File: config.mk
export PLATFORM = sky130hd
export DESIGN_NAME = keypad_code_lock_controller_top
export DESIGN_NICKNAME = d
export VERILOG_FILES = /design/src/design/kcl_pkg.sv /design/src/design/keypad_code_lock_controller_top.sv /design/src/design/kcl_cfg_regs.sv /design/src/design/kcl_core.sv
export VERILOG_INCLUDE_DIRS = /design/src /design/src/design
export SDC_FILE = /design/constraint.sdc
export NUM_CORES = 1
export LEC_CHECK = 0
export ABC_CLOCK_PERIOD_IN_PS = 2750
export BUFFER_PORTS_ARGS = -buffer_cell sky130_fd_sc_hd__buf_2
export CORE_UTILIZATION = 55
export DETAILED_ROUTE_END_ITERATION = 7
export GPL_TIMING_DRIVEN = 0
export PLACE_DENSITY = 0.72
export REMOVE_ABC_BUFFERS = 1
export SLEW_MARGIN = 5
export SYNTH_ARGS = -nofsm -noshare
export SYNTH_HDL_FRONTEND = slang
export SYNTH_HIERARCHICAL = 1
export SYNTH_SLANG_ARGS = --single-unit
File: constraint.sdc
create_clock -name clk -period 2.75 [get_ports clk]
set_input_delay 0.275 -clock clk [delete_from_list [all_inputs] [get_ports clk]]
set_output_delay 0.275 -clock clk [all_outputs]
set_load 0.02 [all_outputs]
File: src/design/keypad_code_lock_controller_top_defines.svh
// ----------------------------------------------------------------------------
// Keypad code lock controller: assertion macros
// Concurrent assertion wrappers that are active in simulation and empty in
// synthesis. They use the clk and rst_n of the including module.
// ----------------------------------------------------------------------------
`ifndef KEYPAD_CODE_LOCK_CONTROLLER_TOP_DEFINES_SVH
`define KEYPAD_CODE_LOCK_CONTROLLER_TOP_DEFINES_SVH

`ifndef SYNTHESIS

// checked on every edge outside reset
`define KCL_ASSERT(name, prop, msg) \
    name: assert property (@(posedge clk) disable iff (!rst_n) (prop)) else $error(msg);

// checked on every edge, reset included
`define KCL_ASSERT_ALWAYS(name, prop, msg) \
    name: assert property (@(posedge clk) (prop)) else $error(msg);

`else

`define KCL_ASSERT(name, prop, msg)
`define KCL_ASSERT_ALWAYS(name, prop, msg)

`endif

`endif

File: src/design/kcl_pkg.sv
// ----------------------------------------------------------------------------
// Keypad code lock controller: package
// Shared types, key codes, register indexes and the code match function.
// ----------------------------------------------------------------------------
`timescale 1ns / 1ps

package kcl_pkg;

    localparam int CODE_W  = 36;
    localparam int SLOT_MAX = 4;

    localparam logic [3:0] KEY_DIGIT_MAX = 4'd9;
    localparam logic [3:0] KEY_A         = 4'd10;
    localparam logic [3:0] KEY_HASH      = 4'd11;
    localparam logic [3:0] KEY_STAR      = 4'd12;
    localparam logic [3:0] FAIL_SAT      = 4'd15;

    localparam logic [CODE_W-1:0] ACCESS_CODE_RST = 36'h4_0000_1234;
    localparam logic [CODE_W-1:0] ADMIN_CODE_RST  = 36'h4_0000_0403;
    localparam logic [3:0]        MAX_FAIL_RST    = 4'd3;

    typedef enum logic [2:0] {
        REG_ACCESS   = 3'd0,
        REG_ADMIN    = 3'd1,
        REG_USER0    = 3'd2,
        REG_USER1    = 3'd3,
        REG_USER2    = 3'd4,
        REG_USER3    = 3'd5,
        REG_MAX_FAIL = 3'd6
    } reg_idx_t;

    typedef enum logic [1:0] {
        MODE_IDLE   = 2'd0,
        MODE_ENTER  = 2'd1,
        MODE_ADMIN  = 2'd2,
        MODE_LOCKED = 2'd3
    } mode_t;

    typedef enum logic [3:0] {
        EV_NONE         = 4'd0,
        EV_CANCELLED    = 4'd1,
        EV_DIGIT        = 4'd2,
        EV_ADMIN_PROMPT = 4'd3,
        EV_GRANTED      = 4'd4,
        EV_DENIED       = 4'd5,
        EV_LOCKED       = 4'd6,
        EV_ADMIN_OK     = 4'd7,
        EV_ADMIN_BAD    = 4'd8,
        EV_UNLOCKED     = 4'd9,
        EV_STILL_LOCKED = 4'd10
    } event_t;

    typedef enum logic [1:0] {
        SRC_NONE   = 2'd0,
        SRC_USER   = 2'd1,
        SRC_ACCESS = 2'd2
    } src_t;

    typedef struct packed {
        logic [CODE_W-1:0]               access_code;
        logic [CODE_W-1:0]               admin_code;
        logic [SLOT_MAX-1:0][CODE_W-1:0] user_code;
        logic [3:0]                      max_failures;
    } cfg_t;

    typedef struct packed {
        mode_t      mode_after;
        event_t     event_res;
        logic       unlock_pulse;
        src_t       grant_source;
        logic [1:0] matched_slot;
        logic [3:0] digits_entered;
        logic [3:0] failure_count;
    } res_t;

    // length in 35:32, right-aligned BCD digits in 31:0
    function automatic logic code_match(
        input logic [31:0]       digits,
        input logic [3:0]        len,
        input logic              ovf,
        input logic [CODE_W-1:0] code
    );
        logic [31:0] mask;
        logic [3:0]  clen;
        clen = code[35:32];
        for (int i = 0; i < 8; i++) begin
            mask[i*4 +: 4] = (4'(i) < clen) ? 4'hF : 4'h0;
        end
        return !ovf && (clen != 4'd0) && (clen == len) && ((code[31:0] & mask) == digits);
    endfunction

endpackage

File: src/design/keypad_code_lock_controller_top.sv
// Path: key beat -> input key register -> result register. Throughput: one
// key per cycle; the input register and the result register both advance
// whenever the result register is empty or being taken.
// Reset (rst_n, async, active low): idle mode, empty entry, zero failures,
// default codes 1234 / 0403, failure limit 3; config writes always ready.
// ----------------------------------------------------------------------------
// Keypad code lock controller: top level
// Input key register, lock core and result handshake, plus config port.
// ----------------------------------------------------------------------------
`timescale 1ns / 1ps

module keypad_code_lock_controller_top #(
    parameter int MAX_DIGITS = 8,
    parameter int USER_SLOTS = 4
) (
    input  logic        clk,
    input  logic        rst_n,
    input  logic        key_valid,
    output logic        key_stall,
    input  logic [3:0]  key,
    output logic        res_valid,
    input  logic        res_stall,
    output logic [1:0]  mode_after,
    output logic [3:0]  event_res,
    output logic        unlock_pulse,
    output logic [1:0]  grant_source,
    output logic [1:0]  matched_slot,
    output logic [3:0]  digits_entered,
    output logic [3:0]  failure_count,
    input  logic        cfg_valid,
    output logic        cfg_ready,
    input  logic [2:0]  cfg_index,
    input  logic [35:0] cfg_data
);
    import kcl_pkg::*;

    logic       key_full_reg;
    logic       key_full_next;
    logic [3:0] key_reg;
    logic       res_valid_reg;
    logic       res_valid_next;
    logic       out_free;
    logic       step;
    logic       key_take;
    cfg_t       cfg;
    res_t       res;

    assign cfg_ready = 1'b1;

    kcl_cfg_regs #(
        .USER_SLOTS (USER_SLOTS)
    ) u_cfg (
        .clk       (clk),
        .rst_n     (rst_n),
        .cfg_we    (cfg_valid && cfg_ready),
        .cfg_index (cfg_index),
        .cfg_data  (cfg_data),
        .cfg       (cfg)
    );

    assign out_free  = !res_valid_reg || !res_stall;
    assign step      = key_full_reg && out_free;
    assign key_stall = key_full_reg && !out_free;
    assign key_take  = key_valid && !key_stall;

    always_comb
    begin
        key_full_next = key_full_reg;
        if (key_take)
        begin
            key_full_next = 1'b1;
        end
        else if (step)
        begin
            key_full_next = 1'b0;
        end
        res_valid_next = out_free ? step : res_valid_reg;
    end

    always_ff @(posedge clk or negedge rst_n)
    begin
        if (!rst_n)
        begin
            key_full_reg  <= 1'b0;
            res_valid_reg <= 1'b0;
        end
        else
        begin
            key_full_reg  <= key_full_next;
            res_valid_reg <= res_valid_next;
        end
    end

    always_ff @(posedge clk)
    begin
        if (key_take)
        begin
            key_reg <= key;
        end
    end

    kcl_core #(
        .MAX_DIGITS (MAX_DIGITS)
    ) u_core (
        .clk     (clk),
        .rst_n   (rst_n),
        .step_en (step),
        .key     (key_reg),
        .cfg     (cfg),
        .res     (res)
    );

    assign res_valid      = res_valid_reg;
    assign mode_after     = res.mode_after;
    assign event_res      = res.event_res;
    assign unlock_pulse   = res.unlock_pulse;
    assign grant_source   = res.grant_source;
    assign matched_slot   = res.matched_slot;
    assign digits_entered = res.digits_entered;
    assign failure_count  = res.failure_count;

endmodule

File: src/design/kcl_cfg_regs.sv
// ----------------------------------------------------------------------------
// Keypad code lock controller: configuration registers
// Holds the access, admin and user codes and the failure limit.
// ----------------------------------------------------------------------------
`timescale 1ns / 1ps

module kcl_cfg_regs #(
    parameter int USER_SLOTS = 4
) (
    input  logic                     clk,
    input  logic                     rst_n,
    input  logic                     cfg_we,
    input  logic [2:0]               cfg_index,
    input  logic [35:0]              cfg_data,
    output kcl_pkg::cfg_t            cfg
);
    import kcl_pkg::*;

    logic [CODE_W-1:0]   access_reg;
    logic [CODE_W-1:0]   admin_reg;
    logic [3:0]          max_fail_reg;
    logic                we_access;
    logic                we_admin;
    logic                we_max;
    logic [SLOT_MAX-1:0] we_user;

    always_comb
    begin
        we_access = 1'b0;
        we_admin  = 1'b0;
        we_max    = 1'b0;
        we_user   = '0;
        unique case (cfg_index)
            REG_ACCESS:   we_access  = cfg_we;
            REG_ADMIN:    we_admin   = cfg_we;
            REG_USER0:    we_user[0] = cfg_we;
            REG_USER1:    we_user[1] = cfg_we;
            REG_USER2:    we_user[2] = cfg_we;
            REG_USER3:    we_user[3] = cfg_we;
            REG_MAX_FAIL: we_max     = cfg_we;
            default:      ;
        endcase
    end

    always_ff @(posedge clk or negedge rst_n)
    begin
        if (!rst_n)
        begin
            access_reg   <= ACCESS_CODE_RST;
            admin_reg    <= ADMIN_CODE_RST;
            max_fail_reg <= MAX_FAIL_RST;
        end
        else
        begin
            if (we_access)
            begin
                access_reg <= cfg_data;
            end
            if (we_admin)
            begin
                admin_reg <= cfg_data;
            end
            if (we_max)
            begin
                max_fail_reg <= cfg_data[3:0];
            end
        end
    end

    for (genvar s = 0; s < SLOT_MAX; s++)
    begin : g_slot
        if (s < USER_SLOTS)
        begin : g_used
            logic [CODE_W-1:0] user_reg;
            always_ff @(posedge clk or negedge rst_n)
            begin
                if (!rst_n)
                begin
                    user_reg <= '0;
                end
                else if (we_user[s])
                begin
                    user_reg <= cfg_data;
                end
            end
            assign cfg.user_code[s] = user_reg;
        end
        else
        begin : g_unused
            // zero length: never matches
            assign cfg.user_code[s] = '0;
        end
    end

    assign cfg.access_code  = access_reg;
    assign cfg.admin_code   = admin_reg;
    assign cfg.max_failures = max_fail_reg;

endmodule

File: src/design/kcl_core.sv
// ----------------------------------------------------------------------------
// Keypad code lock controller: lock core
// Lock state machine, entry buffer, failure counter and result register.
// One key is processed per enabled cycle.
// ----------------------------------------------------------------------------
`timescale 1ns / 1ps
`include "keypad_code_lock_controller_top_defines.svh"

module kcl_core #(
    parameter int MAX_DIGITS = 8
) (
    input  logic           clk,
    input  logic           rst_n,
    input  logic           step_en,
    input  logic [3:0]     key,
    input  kcl_pkg::cfg_t  cfg,
    output kcl_pkg::res_t  res
);
    import kcl_pkg::*;

    localparam int EW = MAX_DIGITS * 4;

    mode_t               mode_reg;
    mode_t               mode_next;
    logic [EW-1:0]       digits_reg;
    logic [EW-1:0]       digits_next;
    logic [3:0]          len_reg;
    logic [3:0]          len_next;
    logic                ovf_reg;
    logic                ovf_next;
    logic [3:0]          fail_reg;
    logic [3:0]          fail_next;
    res_t                res_reg;
    res_t                res_next;

    logic                is_digit;
    logic [31:0]         entry32;
    logic [SLOT_MAX-1:0] match_user;
    logic                any_user;
    logic [1:0]          first_slot;
    logic                match_access;
    logic                match_admin;
    logic                grant;
    logic [3:0]          fail_inc;
    logic                fail_lock;
    logic                room;

    assign is_digit = (key <= KEY_DIGIT_MAX);
    assign entry32  = 32'(digits_reg);
    assign room     = (len_reg < 4'(MAX_DIGITS));

    always_comb
    begin
        for (int s = 0; s < SLOT_MAX; s++)
        begin
            match_user[s] = code_match(entry32, len_reg, ovf_reg, cfg.user_code[s]);
        end
    end

    always_comb
    begin
        first_slot = 2'd0;
        for (int s = SLOT_MAX - 1; s >= 0; s--)
        begin
            if (match_user[s])
            begin
                first_slot = 2'(s);
            end
        end
    end

    assign any_user     = |match_user;
    assign match_access = code_match(entry32, len_reg, ovf_reg, cfg.access_code);
    assign match_admin  = code_match(entry32, len_reg, ovf_reg, cfg.admin_code);
    assign grant        = any_user || match_access;
    assign fail_inc     = (fail_reg == FAIL_SAT) ? fail_reg : fail_reg + 4'd1;
    assign fail_lock    = (fail_inc >= cfg.max_failures);

    // next state
    always_comb
    begin
        mode_next   = mode_reg;
        digits_next = digits_reg;
        len_next    = len_reg;
        ovf_next    = ovf_reg;
        fail_next   = fail_reg;
        if (key == KEY_STAR)
        begin
            digits_next = '0;
            len_next    = 4'd0;
            ovf_next    = 1'b0;
            if (mode_reg != MODE_LOCKED)
            begin
                mode_next = MODE_IDLE;
            end
        end
        else if (mode_reg == MODE_IDLE)
        begin
            if (key == KEY_A)
            begin
                mode_next   = MODE_ADMIN;
                digits_next = '0;
                len_next    = 4'd0;
                ovf_next    = 1'b0;
            end
            else if (is_digit)
            begin
                mode_next   = MODE_ENTER;
                digits_next = {{(EW-4){1'b0}}, key};
                len_next    = 4'd1;
                ovf_next    = 1'b0;
            end
        end
        else if (is_digit)
        begin
            if (room)
            begin
                digits_next = {digits_reg[EW-5:0], key};
                len_next    = len_reg + 4'd1;
            end
            else
            begin
                ovf_next = 1'b1;
            end
        end
        else if (key == KEY_HASH)
        begin
            digits_next = '0;
            len_next    = 4'd0;
            ovf_next    = 1'b0;
            unique case (mode_reg)
                MODE_ENTER:
                begin
                    if (grant)
                    begin
                        fail_next = 4'd0;
                        mode_next = MODE_IDLE;
                    end
                    else
                    begin
                        fail_next = fail_inc;
                        mode_next = fail_lock ? MODE_LOCKED : MODE_IDLE;
                    end
                end
                MODE_ADMIN:
                begin
                    mode_next = MODE_IDLE;
                end
                MODE_LOCKED:
                begin
                    if (match_admin)
                    begin
                        fail_next = 4'd0;
                        mode_next = MODE_IDLE;
                    end
                end
                MODE_IDLE: ;
            endcase
        end
    end

    // outputs
    always_comb
    begin
        res_next                = '0;
        res_next.event_res      = EV_NONE;
        res_next.grant_source   = SRC_NONE;
        res_next.mode_after     = mode_next;
        res_next.digits_entered = len_next;
        res_next.failure_count  = fail_next;
        if (key == KEY_STAR)
        begin
            res_next.event_res = EV_CANCELLED;
        end
        else if (mode_reg == MODE_IDLE)
        begin
            if (key == KEY_A)
            begin
                res_next.event_res = EV_ADMIN_PROMPT;
            end
            else if (is_digit)
            begin
                res_next.event_res = EV_DIGIT;
            end
        end
        else if (is_digit)
        begin
            res_next.event_res = EV_DIGIT;
        end
        else if (key == KEY_HASH)
        begin
            unique case (mode_reg)
                MODE_ENTER:
                begin
                    if (grant)
                    begin
                        res_next.event_res    = EV_GRANTED;
                        res_next.unlock_pulse = 1'b1;
                        res_next.grant_source = any_user ? SRC_USER : SRC_ACCESS;
                        res_next.matched_slot = any_user ? first_slot : 2'd0;
                    end
                    else
                    begin
                        res_next.event_res = fail_lock ? EV_LOCKED : EV_DENIED;
                    end
                end
                MODE_ADMIN:
                begin
                    res_next.event_res = match_admin ? EV_ADMIN_OK : EV_ADMIN_BAD;
                end
                MODE_LOCKED:
                begin
                    res_next.event_res = match_admin ? EV_UNLOCKED : EV_STILL_LOCKED;
                end
                MODE_IDLE: ;
            endcase
        end
    end

    always_ff @(posedge clk or negedge rst_n)
    begin
        if (!rst_n)
        begin
            mode_reg   <= MODE_IDLE;
            digits_reg <= '0;
            len_reg    <= 4'd0;
            ovf_reg    <= 1'b0;
            fail_reg   <= 4'd0;
            res_reg    <= '0;
        end
        else if (step_en)
        begin
            mode_reg   <= mode_next;
            digits_reg <= digits_next;
            len_reg    <= len_next;
            ovf_reg    <= ovf_next;
            fail_reg   <= fail_next;
            res_reg    <= res_next;
        end
    end

    assign res = res_reg;

    `KCL_ASSERT(a_pulse_is_grant, res_reg.unlock_pulse == (res_reg.event_res == EV_GRANTED), "pulse without grant")
    `KCL_ASSERT(a_grant_clears_fail, (res_reg.event_res == EV_GRANTED) |-> (res_reg.failure_count == 4'd0), "grant kept failures")
    `KCL_ASSERT(a_len_bound, len_reg <= 4'(MAX_DIGITS), "entry length beyond limit")
    `KCL_ASSERT(a_lock_sticky, (step_en && mode_reg == MODE_LOCKED) |=> (res_reg.mode_after == MODE_LOCKED || res_reg.event_res == EV_UNLOCKED), "left lockout without admin code")

endmodule
==> impl_summary.log <==
INFO  metric finished_core_util = 66.1%
INFO  metric synthesis.area = approximately 16000 um^2
INFO  metric h-tree-depth = 1
INFO  metric largest_register_ffs = between 100 and 150
INFO  metric final-max-slew-violation-count = 0
INFO  metric synth_flop_cell = dfrtp_1
INFO  metric reg2reg_depth = 10
INFO  metric coreArea = approximately 28000 um^2
INFO  metric num_antenna_cells = 0
INFO  metric postSynthAreaPerCell = approximately 10 um^2
INFO  metric period_needed = 3.12 ns
INFO  metric worst_hold_slack = 0.0221 ns
INFO  metric dpl.hpwl = 32.2 mm
INFO  metric hold_depth = 2
INFO  metric dp_worst_setup_slack = -1.19 ns
INFO  metric share_of_cells_above_drive_strength_1 = about a third
INFO  metric grt_setup_unrepaired = yes
INFO  metric met2_usage = around half
INFO  metric holdCritPathClass = primary input to flop
INFO  metric status = complete, but fails checks
INFO  metric initial_utilization = between 50% and 60%
INFO  metric via_count = between 10000 and 15000
INFO  metric antenna_found_initial = 0
INFO  metric grt_max_degree = 95
INFO  metric groute.usage.overall = 32.7%
INFO  metric worst_pin_slew = approximately 1.3 ns
INFO  metric clk-insertion-delay-late = 0.57 ns
INFO  metric floorplan.io_pins = 70
INFO  metric synth_cell_type_count = 84
INFO  metric ys_ff_latch = ~280
INFO  metric dr.pass1.iters = 6
INFO  metric power = ~16000 uW
INFO  metric fin_crit_sh = 114%
INFO  metric ys_seq_area_share = 43.9%
INFO  metric tritoncts = yes
INFO  metric crit_path_start_kind = flop
INFO  metric count_of_buffers_from_port_buffering = 68
INFO  metric synth.area.top_cells = dfrtp_1 41%, mux2_2 16%, xnor2_1 4.6%, o21ai_0 4.2%, nand2_1 3.2%
INFO  metric chipWidth = 172 um
INFO  metric detail-route-antenna-nets = 0
INFO  metric synth_top_cell_area_share = roughly 41%
INFO  metric worstPathMaxFanout = 4
INFO  metric wl = ~49 mm
INFO  metric via_per_inst = around 6.6
INFO  metric power_density = roughly 870 nW/um^2
INFO  metric gp_routability_congestion = approximately 1
INFO  metric hold_viol = 0
INFO  metric final_critical_path_setup_slack = -0.374 ns
INFO  metric crit_start = u_cfg/admin_reg[34]
INFO  metric fp.dieH = 172 um
INFO  metric use_met3 = just under 8%
INFO  metric synthesis.yosys.warnings = 6
INFO  metric fp.dieArea = slightly below 30000 um^2
INFO  metric relative_slew_margins = about a tenth
INFO  metric worst_path_clk_slew = ~0.07 ns
INFO  metric synth_async_sr_flop_share = between 90% and 100%
INFO  metric crit-reg2reg-launch = u_cfg/admin_reg[34]
INFO  metric globalRouteMet1Util = roughly 43%
INFO  metric final_nets = ~1700
INFO  metric worstHoldStart = cfg_data[19]
INFO  metric worst-endpoint-required = 3.19 ns
INFO  metric placementRows = 61
INFO  metric grt-ovfl-total = 0
INFO  metric worstHoldEndpoint = u_cfg/g_slot[2].g_used.user_reg[19]
INFO  metric ir_drop = 520 uV
INFO  metric failing_checks = negative setup slack
INFO  metric area_growth = 16.9%
INFO  metric worst_setup_path_end_kind = flop
INFO  metric tritoncts.num_buffers = 30
INFO  metric grt_pass1_wl = about 72 mm
INFO  metric timing.fmax = around 320 MHz
INFO  metric synth-edff-count = 4
INFO  metric route.detailed.drc = 0
INFO  metric setup-violations-final = 15
INFO  metric clock_sinks = between 200 and 300
INFO  metric r2r_slack = -0.37 ns
INFO  metric netlist_instances = between 1500 and 2000
INFO  metric cts_max_path_buffers = 3
INFO  metric fill_cell_instance_count_of_the_final_layout = approximately 2100
INFO  metric max_cap_violations = 0
INFO  metric leakage = approximately 0.0074 uW
INFO  metric cts.root.buffer_cell = clkbuf_16
INFO  metric timing.clock.skew = about 0.011 ns
INFO  metric yosysTopAreaCell = dfrtp_1
INFO  metric final_routed_wire_length_divided_by_cell_count = 24.3 um
INFO  metric first_global_vias = roughly 12000
INFO  metric most_used_routing_layer_in_global_routing = met2
INFO  metric worstPathArrival = about 3.6 ns
INFO  metric initialDrtViolationCount = 1521
INFO  metric rr_endpoint = u_core/res[18]
INFO  metric criticalPathCategory = flop to flop
-- report_power, final --
group | internal (uW) | switching [uW] | leakage, uW | total (uW)
Combinational | 2470 | 2850 | 0.00358 | 5320
Clock | 2610 | 1700 | 0.000524 | 4310
Sequential | 5030 | 1580 | 0.00333 | 6610
-- placed cells by master, fill, tap and decap left out, drive strengths merged, types with 16 or more instances in the layout --
cell type / count
nor4: 17
nand4: 21
clkbuf: 45
xor2: 27
nor4bb: 46
mux2: 223
nor2: 110
xnor2: 84
nor2b: 23
o21ai: 136
a21oi: 34
a31oi: 54
nand2: 134
dfrtp: 262
nand3: 27
inv: 30
buf: 131
a22o: 16
-- cell usage after synthesis, types with 4 or more instances --
library cell,instances
nor4_1,16
buf_4,11
o2bb2ai_1,6
nor3_1,10
buf_1,5
buf_2,19
buf_6,6
a22oi_1,5
nand3b_1,11
a21o_1,8
or4_1,5
o31ai_1,5
or3_1,4
a41oi_1,5
a21oi_1,34
a211oi_1,6
mux2_2,221
dfrtp_1,262
a31oi_1,54
edfxtp_1,4
o21a_1,6
o211ai_1,5
nor4bb_1,46
a2111oi_0,9
o21ai_0,134
xnor2_1,84
nand4_1,21
o32ai_1,14
nand2_1,134
nand3_1,26
inv_1,30
xor2_1,27
a22o_1,16
nor2_1,108
nor2b_1,23
o22ai_1,14
nand2b_1,14
clkbuf_1,69
ha_1,6
dfstp_2,12
-- worst max-delay path: stages, from the launching register on --
cell	delay (ns)
dfstp_4	0.66
or3_4	0.15
nor2_4	0.05
buf_4	0.18
a2111oi_1	0.54
nand4_1	0.18
or4_4	0.64
buf_4	0.18
a21oi_1	0.16
a221o_1	0.18
a21oi_1	0.04
-- repair_timing --
| item | CTS | global route |
|---|---|---|
| endpoints found under the setup margin | 52 | 49 |
| cloned | 0 | 0 |
| hold buffers | 8 | 0 |
| endpoints found under the hold margin | 96 | 0 |
| resized for setup | 73 | 86 |
| pin swaps | 23 | 33 |
| buffers inserted | 20 | 37 |
-- metrics by stage --
stage	instance area, um^2	std cells	setup TNS (ns)
6_report	18600	2026	-3.87
5_1_grt	18600	2026	-7.65
4_1_cts	18000	1990	-11.14
3_5_place_dp	16400	1907	-33.65
3_3_place_gp	16200	1899	-1094.14
2_1_floorplan	15400	1453	-20.30
-- worst max-delay path by stage --
stage / depth (start not counted) / endpoint
after CTS: 9 / u_core/res[1]
after floorplan: 6 / u_core/res[4]
after global placement: 1 / u_cfg/g_slot[0].g_used.user_reg[26]
after detailed placement: 9 / u_core/res[1]
after global routing: 10 / u_core/res[2]
final: 10 / u_core/res[18]
-- cells by family after synthesis --
family | synth area share, %
adders and majority gates | 0.471
buffers and inverters | 4.01
xor gates and xnor gates | 6.10
other | 0.0235
AOI/OAI and AO/OA | 14.4
DFF | 43.9
and+or+nand+nor | 15.3
muxes | 15.9
-- layer usage --
metal  share of wire, %  wire length [um]  vias to the layer above
met4                5.3              2610                        0
met1                 40             19700                     6674
met2                 45             22300                      690
met3                9.3              4560                      187
li1                   -                 -                     5832
met5                  0                 0                        -
-- final cells by class --
class | instances | area, um^2 | share of cell area [%]
Multi-Input combinational cell | 1144 | 8840 | 47.4
Sequential cell | 278 | 7080 | 38.0
Clock buffer | 44 | 895 | 4.80
Inverter | 31 | 120 | 0.645
Tap cell | 378 | 473 | 2.54
Timing Repair Buffer | 140 | 1060 | 5.72
Clock inverter | 11 | 159 | 0.853
Power figures use the tool's default switching activity.
